===== src/sv/fsgs_pkg.sv =====
`timescale 1ns / 1ps
`default_nettype none
// ----------------------------------------------------------------------------
// fsgs_pkg: shared definitions for the falling sand grid engine
// Grid geometry, field widths, command and register codes, and the command
// and status bundles that pass between controller and datapath.
// ----------------------------------------------------------------------------
package fsgs_pkg;

  // grid geometry
  localparam int GRID_WIDTH  = 400;
  localparam int GRID_HEIGHT = 400;
  localparam int CELL_COUNT  = GRID_WIDTH * GRID_HEIGHT;
  localparam int XW          = $clog2(GRID_WIDTH);
  localparam int YW          = $clog2(GRID_HEIGHT);
  localparam int AW          = $clog2(CELL_COUNT);

  // port field widths
  localparam int CMD_W      = 2;
  localparam int MOUSE_W    = 11;
  localparam int CELL_W     = 9;
  localparam int CFG_IDX_W  = 1;
  localparam int CFG_DATA_W = 32;
  localparam int RADIUS_W   = 7;
  localparam int COIN_W     = 32;

  // brush arithmetic: pixel offsets, their squares and the threshold
  localparam int PIX_W = XW + 2;
  localparam int DW    = ((PIX_W > MOUSE_W) ? PIX_W : MOUSE_W) + 1;
  localparam int SQ_W  = 2 * DW;
  localparam int SUM_W = SQ_W + 1;
  localparam int LIM_W = 2 * RADIUS_W + 2;

  localparam logic [MOUSE_W-1:0]  MOUSE_MAX  = MOUSE_W'(1599);
  localparam logic [RADIUS_W-1:0] RADIUS_MIN = RADIUS_W'(2);
  localparam logic [RADIUS_W-1:0] RADIUS_MAX = RADIUS_W'(100);
  localparam logic [LIM_W-1:0]    LIM2_RST   = LIM_W'(16);
  localparam logic [COIN_W-1:0]   COIN_RST   = COIN_W'(1);

  // command codes
  localparam logic [CMD_W-1:0] OP_PAINT = 2'd0;
  localparam logic [CMD_W-1:0] OP_SWEEP = 2'd1;
  localparam logic [CMD_W-1:0] OP_READ  = 2'd2;

  // register indexes
  localparam logic [CFG_IDX_W-1:0] CFG_IDX_RADIUS = 1'b0;
  localparam logic [CFG_IDX_W-1:0] CFG_IDX_SEED   = 1'b1;

  // read address source
  typedef enum logic [2:0] {
    RD_CUR,
    RD_NEXT,
    RD_BELOW,
    RD_DIAG,
    RD_USER
  } rd_sel_t;

  // write operation
  typedef enum logic [1:0] {
    WR_NONE,
    WR_ZERO_CUR,
    WR_SET_BELOW,
    WR_SET_DIAG
  } wr_sel_t;

  // controller to datapath
  typedef struct packed {
    logic    in_ld;
    logic    pos_init;
    logic    pos_step;
    logic    sweep_mode;
    logic    paint_go;
    logic    rd_en;
    rd_sel_t rd_sel;
    wr_sel_t wr_sel;
    logic    coin_step;
    logic    dir_ld;
    logic    below_ld;
    logic    below_clr;
    logic    raddr_ld;
    logic    res_cell;
    logic    out_ld;
  } fsgs_cmd_t;

  // datapath to controller
  typedef struct packed {
    logic last_cell;
    logic col_end;
    logic cell_occ;
    logic below_occ;
    logic diag_inside;
    logic paint_busy;
  } fsgs_sts_t;

endpackage
`default_nettype wire


===== src/sv/fsgs_ctrl.sv =====
`timescale 1ns / 1ps
`default_nettype none
// ----------------------------------------------------------------------------
// fsgs_ctrl: sequencing state machine
// Clears the grid after reset, then takes one beat at a time and steps the
// datapath through paint, sweep or cell read; owns the output valid flag.
// ----------------------------------------------------------------------------
module fsgs_ctrl import fsgs_pkg::*; (
  input  logic             clk,
  input  logic             rst_n,
  input  logic             in_valid,
  output logic             in_stall,
  input  logic [CMD_W-1:0] in_command,
  output logic             out_valid,
  input  logic             out_stall,
  output fsgs_cmd_t        cmd,
  input  fsgs_sts_t        sts
);

  typedef enum logic [13:0] {
    S_CLEAR  = 14'b00000000000001,
    S_IDLE   = 14'b00000000000010,
    S_PAINT  = 14'b00000000000100,
    S_PFLUSH = 14'b00000000001000,
    S_RADDR  = 14'b00000000010000,
    S_RMEM   = 14'b00000000100000,
    S_RDATA  = 14'b00000001000000,
    S_SBRD   = 14'b00000010000000,
    S_SBLD   = 14'b00000100000000,
    S_SEVAL  = 14'b00001000000000,
    S_SDRD   = 14'b00010000000000,
    S_SDEV   = 14'b00100000000000,
    S_SMV2   = 14'b01000000000000,
    S_DONE   = 14'b10000000000000
  } state_t;

  state_t state_r, state_nxt;
  logic   out_valid_r, out_valid_nxt;
  logic   adv;

  assign in_stall  = (state_r != S_IDLE);
  assign out_valid = out_valid_r;

  // next state and datapath commands
  always_comb begin
    state_nxt = state_r;
    cmd       = '0;
    cmd.rd_sel = RD_CUR;
    cmd.wr_sel = WR_NONE;
    adv       = 1'b0;

    case (state_r)
      S_CLEAR: begin
        cmd.wr_sel   = WR_ZERO_CUR;
        cmd.pos_step = 1'b1;
        if (sts.last_cell) state_nxt = S_IDLE;
      end

      S_IDLE: begin
        if (in_valid) begin
          cmd.in_ld = 1'b1;
          case (in_command)
            OP_PAINT: begin
              cmd.pos_init = 1'b1;
              state_nxt    = S_PAINT;
            end
            OP_SWEEP: begin
              cmd.pos_init   = 1'b1;
              cmd.sweep_mode = 1'b1;
              state_nxt      = S_SBRD;
            end
            OP_READ: state_nxt = S_RADDR;
            default: state_nxt = S_DONE;
          endcase
        end
      end

      // one cell a cycle into the brush pipeline
      S_PAINT: begin
        cmd.paint_go = 1'b1;
        cmd.pos_step = 1'b1;
        if (sts.last_cell) state_nxt = S_PFLUSH;
      end

      S_PFLUSH: begin
        if (!sts.paint_busy) state_nxt = S_DONE;
      end

      S_RADDR: begin
        cmd.raddr_ld = 1'b1;
        state_nxt    = S_RMEM;
      end

      S_RMEM: begin
        cmd.rd_en  = 1'b1;
        cmd.rd_sel = RD_USER;
        state_nxt  = S_RDATA;
      end

      S_RDATA: begin
        cmd.res_cell = 1'b1;
        state_nxt    = S_DONE;
      end

      // column start: fetch the bottom cell
      S_SBRD: begin
        cmd.rd_en  = 1'b1;
        cmd.rd_sel = RD_BELOW;
        state_nxt  = S_SBLD;
      end

      S_SBLD: begin
        cmd.below_ld = 1'b1;
        cmd.rd_en    = 1'b1;
        cmd.rd_sel   = RD_CUR;
        state_nxt    = S_SEVAL;
      end

      // current cell data is in the read register
      S_SEVAL: begin
        if (!sts.cell_occ) begin
          cmd.below_clr = 1'b1;
          adv           = 1'b1;
        end else if (!sts.below_occ) begin
          cmd.wr_sel = WR_SET_BELOW;
          state_nxt  = S_SMV2;
        end else begin
          cmd.coin_step = 1'b1;
          cmd.dir_ld    = 1'b1;
          if (sts.diag_inside) state_nxt = S_SDRD;
          else                 adv       = 1'b1;
        end
      end

      S_SDRD: begin
        cmd.rd_en  = 1'b1;
        cmd.rd_sel = RD_DIAG;
        state_nxt  = S_SDEV;
      end

      S_SDEV: begin
        if (!sts.cell_occ) begin
          cmd.wr_sel = WR_SET_DIAG;
          state_nxt  = S_SMV2;
        end else begin
          adv = 1'b1;
        end
      end

      // grain has left the current cell
      S_SMV2: begin
        cmd.wr_sel    = WR_ZERO_CUR;
        cmd.below_clr = 1'b1;
        adv           = 1'b1;
      end

      S_DONE: begin
        if (!out_valid_r || !out_stall) begin
          cmd.out_ld = 1'b1;
          state_nxt  = S_IDLE;
        end
      end

      default: state_nxt = S_IDLE;
    endcase

    // move on to the next sweep cell
    if (adv) begin
      if (sts.last_cell) begin
        state_nxt = S_DONE;
      end else begin
        cmd.pos_step   = 1'b1;
        cmd.sweep_mode = 1'b1;
        if (sts.col_end) begin
          state_nxt = S_SBRD;
        end else begin
          cmd.rd_en  = 1'b1;
          cmd.rd_sel = RD_NEXT;
          state_nxt  = S_SEVAL;
        end
      end
    end
  end

  // output valid
  always_comb begin
    if (cmd.out_ld)      out_valid_nxt = 1'b1;
    else if (!out_stall) out_valid_nxt = 1'b0;
    else                 out_valid_nxt = out_valid_r;
  end

  always_ff @(posedge clk) begin
    if (!rst_n) begin
      state_r     <= S_CLEAR;
      out_valid_r <= 1'b0;
    end else begin
      state_r     <= state_nxt;
      out_valid_r <= out_valid_nxt;
    end
  end

endmodule
`default_nettype wire


===== config.mk =====
export PLATFORM = sky130hd
export DESIGN_NAME = fsgs_ctrl
export DESIGN_NICKNAME = d
export VERILOG_FILES = /design/src/sv/fsgs_pkg.sv /design/src/sv/fsgs_ctrl.sv
export SDC_FILE = /design/constraint.sdc
export NUM_CORES = 1
export LEC_CHECK = 0
export ABC_AREA = 1
export BUFFER_PORTS_ARGS = -buffer_cell sky130_fd_sc_hd__buf_2
export CORE_AREA = 2 2 52 54
export CTS_CLUSTER_DIAMETER = 30
export CTS_CLUSTER_SIZE = 28
export DETAILED_ROUTE_END_ITERATION = 10
export DIE_AREA = 0 0 54 56
export PLACE_DENSITY = 0.75
export RECOVER_POWER = 25
export REMOVE_ABC_BUFFERS = 1
export SLEW_MARGIN = 0
export SYNTH_ARGS = -nofsm -noshare
export SYNTH_HDL_FRONTEND = slang
export SYNTH_SLANG_ARGS = --single-unit

===== constraint.sdc =====
create_clock -name clk -period 1.9 [get_ports clk]
set_input_delay 0.285 -clock clk [delete_from_list [all_inputs] [get_ports clk]]
set_output_delay 0.285 -clock clk [all_outputs]
set_load 0.01 [all_outputs]

==> summary.md <==
| Metric | Value |
|---|---|
| DR WL/cell | `12.7 microns` |
| Die width | `54 microns` |
| WS Path Type | `reg -> out` |
| I/O pins | `32` |
| Most common cell in the netlist | `nand2_1` |
| Post-synthesis async set-or-reset flop share | `0%` |
| Antenna diodes | `0` |
| Maximum fanout along the worst path | `5` |
| Sequential element share of the synthesized area | `25.8%` |
| Pins Over Slew Limit | `0` |
| Clk_lat worst skew | `300 ps` |
| Ys Warns | `0` |
| Hpwl dp | `2.16 mm` |
| Initial DRC Count | `30` |
| Crit-path cells | `nor2_4, nand2_4, nor2_4, buf_6, nand2_4, nand2_4, nor2_4, inv_4, nand2_2, o31ai_2, buf_2` |
| WP data required | `1620 ps` |
| Ratio of cells with drive above 1 in the final layout | `46.2%` |
| Die area | `0.00302 sq mm` |
| CTS Buf Count | `3` |
| Top cell type's share of synthesized area | `25.8%` |
| Final Core Density | `68.6%` |
| Arrival @ worst endpoint | `1730 ps` |
| Hold Crit Class | `in -> reg` |
| Critical Path Source Type | `flop` |
| Initial antenna violation count | `0` |
| Syn avg cell area | `6.34 sq um` |
| Port bufs | `31` |
| Final period utilization | `106%` |
| Distinct cells, synth | `25` |
| Final nets | `249` |
| Core Area | `0.00243 sq mm` |
| Worst setup EP type | `output pin` |
| FF+latch count, synth | `15` |
| Met1 WL | `1.43 mm` |
| Area occupied by multi-input gates | `833 sq um` |
| Final WL | `3.38 mm` |
| GRT overflow | `0` |
| Initial Util | `47.9%` |
| Final WS setup | `-119 ps` |
| DRT Pass-1 Iters | `4` |
| RSZ-0062 raised after global routing | `yes` |
| Failing checks | `negative setup slack` |
| Clk pin slew, worst setup/hold paths | `90 ps` |
| H-tree depth | `1` |
| Layout fillers | `213` |
| Post-layout minimum cycle time | `2020 ps` |
| DRC violations left | `0` |
| Slew @ Worst Pin | `348 ps` |
| Largest net degree at the start of global routing | `12` |
| Synthesized instance count | `184` |
| Max Freq | `495 MHz` |
| Via count | `1,342` |
| EDFF count, synth | `0` |
| Post-synth top cells | `40 x nand2_1, 34 x inv_1, 26 x nor2_1` |
| Mapped Area | `0.00117 sq mm` |
| CTS tree | `done` |
| Commonest register cell after synthesis | `dfxtp_1` |
| Seq. cell area | `312 sq um` |
| Yosys top cell by area | `dfxtp_1` |
| Synth area leaders | `dfxtp_1 26%, nand2_1 13%, inv_1 11%` |
| Leak | `0.950 nW` |
| DR top layer | `met4` |
| Vias per inst | `5.05` |
| P per Cell Area | `1080 mW/mm^2` |
| Vias in the first global route | `1,172` |
| Outcome | `finished, violations left` |
| Final setup fails | `5` |
| Global-route wire length before repair | `5.06 mm` |
| Final hold vios | `0` |
| Die extent in y | `56 microns` |
| Row count | `18` |
| ANT nets after route | `0` |
| MaxCap Viol Count | `0` |
| Clock buffer depth | `2` |
| CTS sink cnt | `15` |
| Met2 WL | `1.72 mm` |
| Total GRT Usage | `21.9%` |
| Slew margin rel. | `76.8%` |
| Metal3 WL | `118 microns` |
| GPL Wtd Cong | `0.817` |
| Post-Route Skew | `0.513 ps` |
| Maximum vdd drop | `0.707 mV` |
| R2R Setup Slk | `40 ps` |
| Hold WS | `238 ps` |
| Max incr delay on CP | `350 ps` |
| Area growth syn-to-layout | `43.0%` |
| CP max-delay cell | `dfxtp_2` |
| Root Driver | `clkbuf_4` |
sequential cells by signal, summed over array words and instances, names as in the netlist:
name	count
out_valid	1
state_r	14
routing by layer:
metal  track usage [%]  up-vias
li1                  -      679
met1              30.0      620
met2              35.5       34
met3              2.42        9
met4              5.71        0
met5                 0        -
logic make-up after synthesis:
family	after synthesis	synth area share, %
flops	15	25.8
compound gates	14	7.62
simple gates	116	51.9
buf+inv	39	14.7
critical path: cells and delay by family (launching register included):
family,cells,cell delay (ps)
and+or+nand+nor,7,650
buffers and inverters,3,370
DFF,1,350
AOI/OAI and AO/OA,1,50
through the flow:
stage / TNS (ps) / worst slack, ps / area [sq um] / std cells / power (mW)
floorplan: 0 / 41.3 / 1130 / 180 / 1.01
CTS: -167 / -69.9 / 1520 / 259 / 1.59
detailed placement: 0 / 65.6 / 1350 / 245 / 1.25
finish: -377 / -119 / 1670 / 266 / 1.81
global placement: 0 / 68.7 / 1350 / 245 / 1.25
global route: -1290 / -201 / 1670 / 266 / 1.94
worst paths after layout:
path	startpoint	end	cells after the start
hold reg to reg	state_r[0]	state_r[0]	2
hold / removal	rst_n	state_r[0]	2
setup / recovery	state_r[4]	cmd[14]	11
setup reg to reg	state_r[4]	state_r[9]	13
cell usage in the layout, fill, tap and decap left out, types with 3 or more instances in the layout:
cell type  netlist  layout
nor3_2           2       4
dfxtp_1         15       8
nand2_1         40      33
nand3_1         16      14
inv_1           34      34
buf_6            2       3
clkbuf_4         0       3
nand4_1          3       3
nand2_2          1       7
buf_4            2      19
nor2_2           5       6
nor2_1          26      19
nor2_4           5      11
o21ai_1          4       4
nand2_4          4       5
dfxtp_2          0       6
buf_2            0      29
nor3_1           8       5
layout make-up:
class                           instances  area share [%]
Timing Repair Buffer                   52            19.5
Tap cell                               30            2.25
Clock buffer                            4            1.58
Inverter                               35            8.03
Sequential cell                        15            18.7
Multi-Input combinational cell        130            50.0
power breakdown:
part           leakage, nW  switching, mW  total [mW]  internal (mW)
Sequential           0.125         0.0562       0.435          0.379
Combinational        0.810          0.695        1.17          0.479
Clock               0.0150          0.117       0.199         0.0821
Total                0.950          0.868        1.81          0.940
what timing repair did:
action | in CTS | in global routing
hold endpoints to repair | 0 | 0
pin swaps | 10 | 11
hold buffers | 0 | 0
resized for setup | 21 | 24
setup endpoints to repair | 9 | 18
buffers inserted | 10 | 8
(Power assumes the default switching activity.)
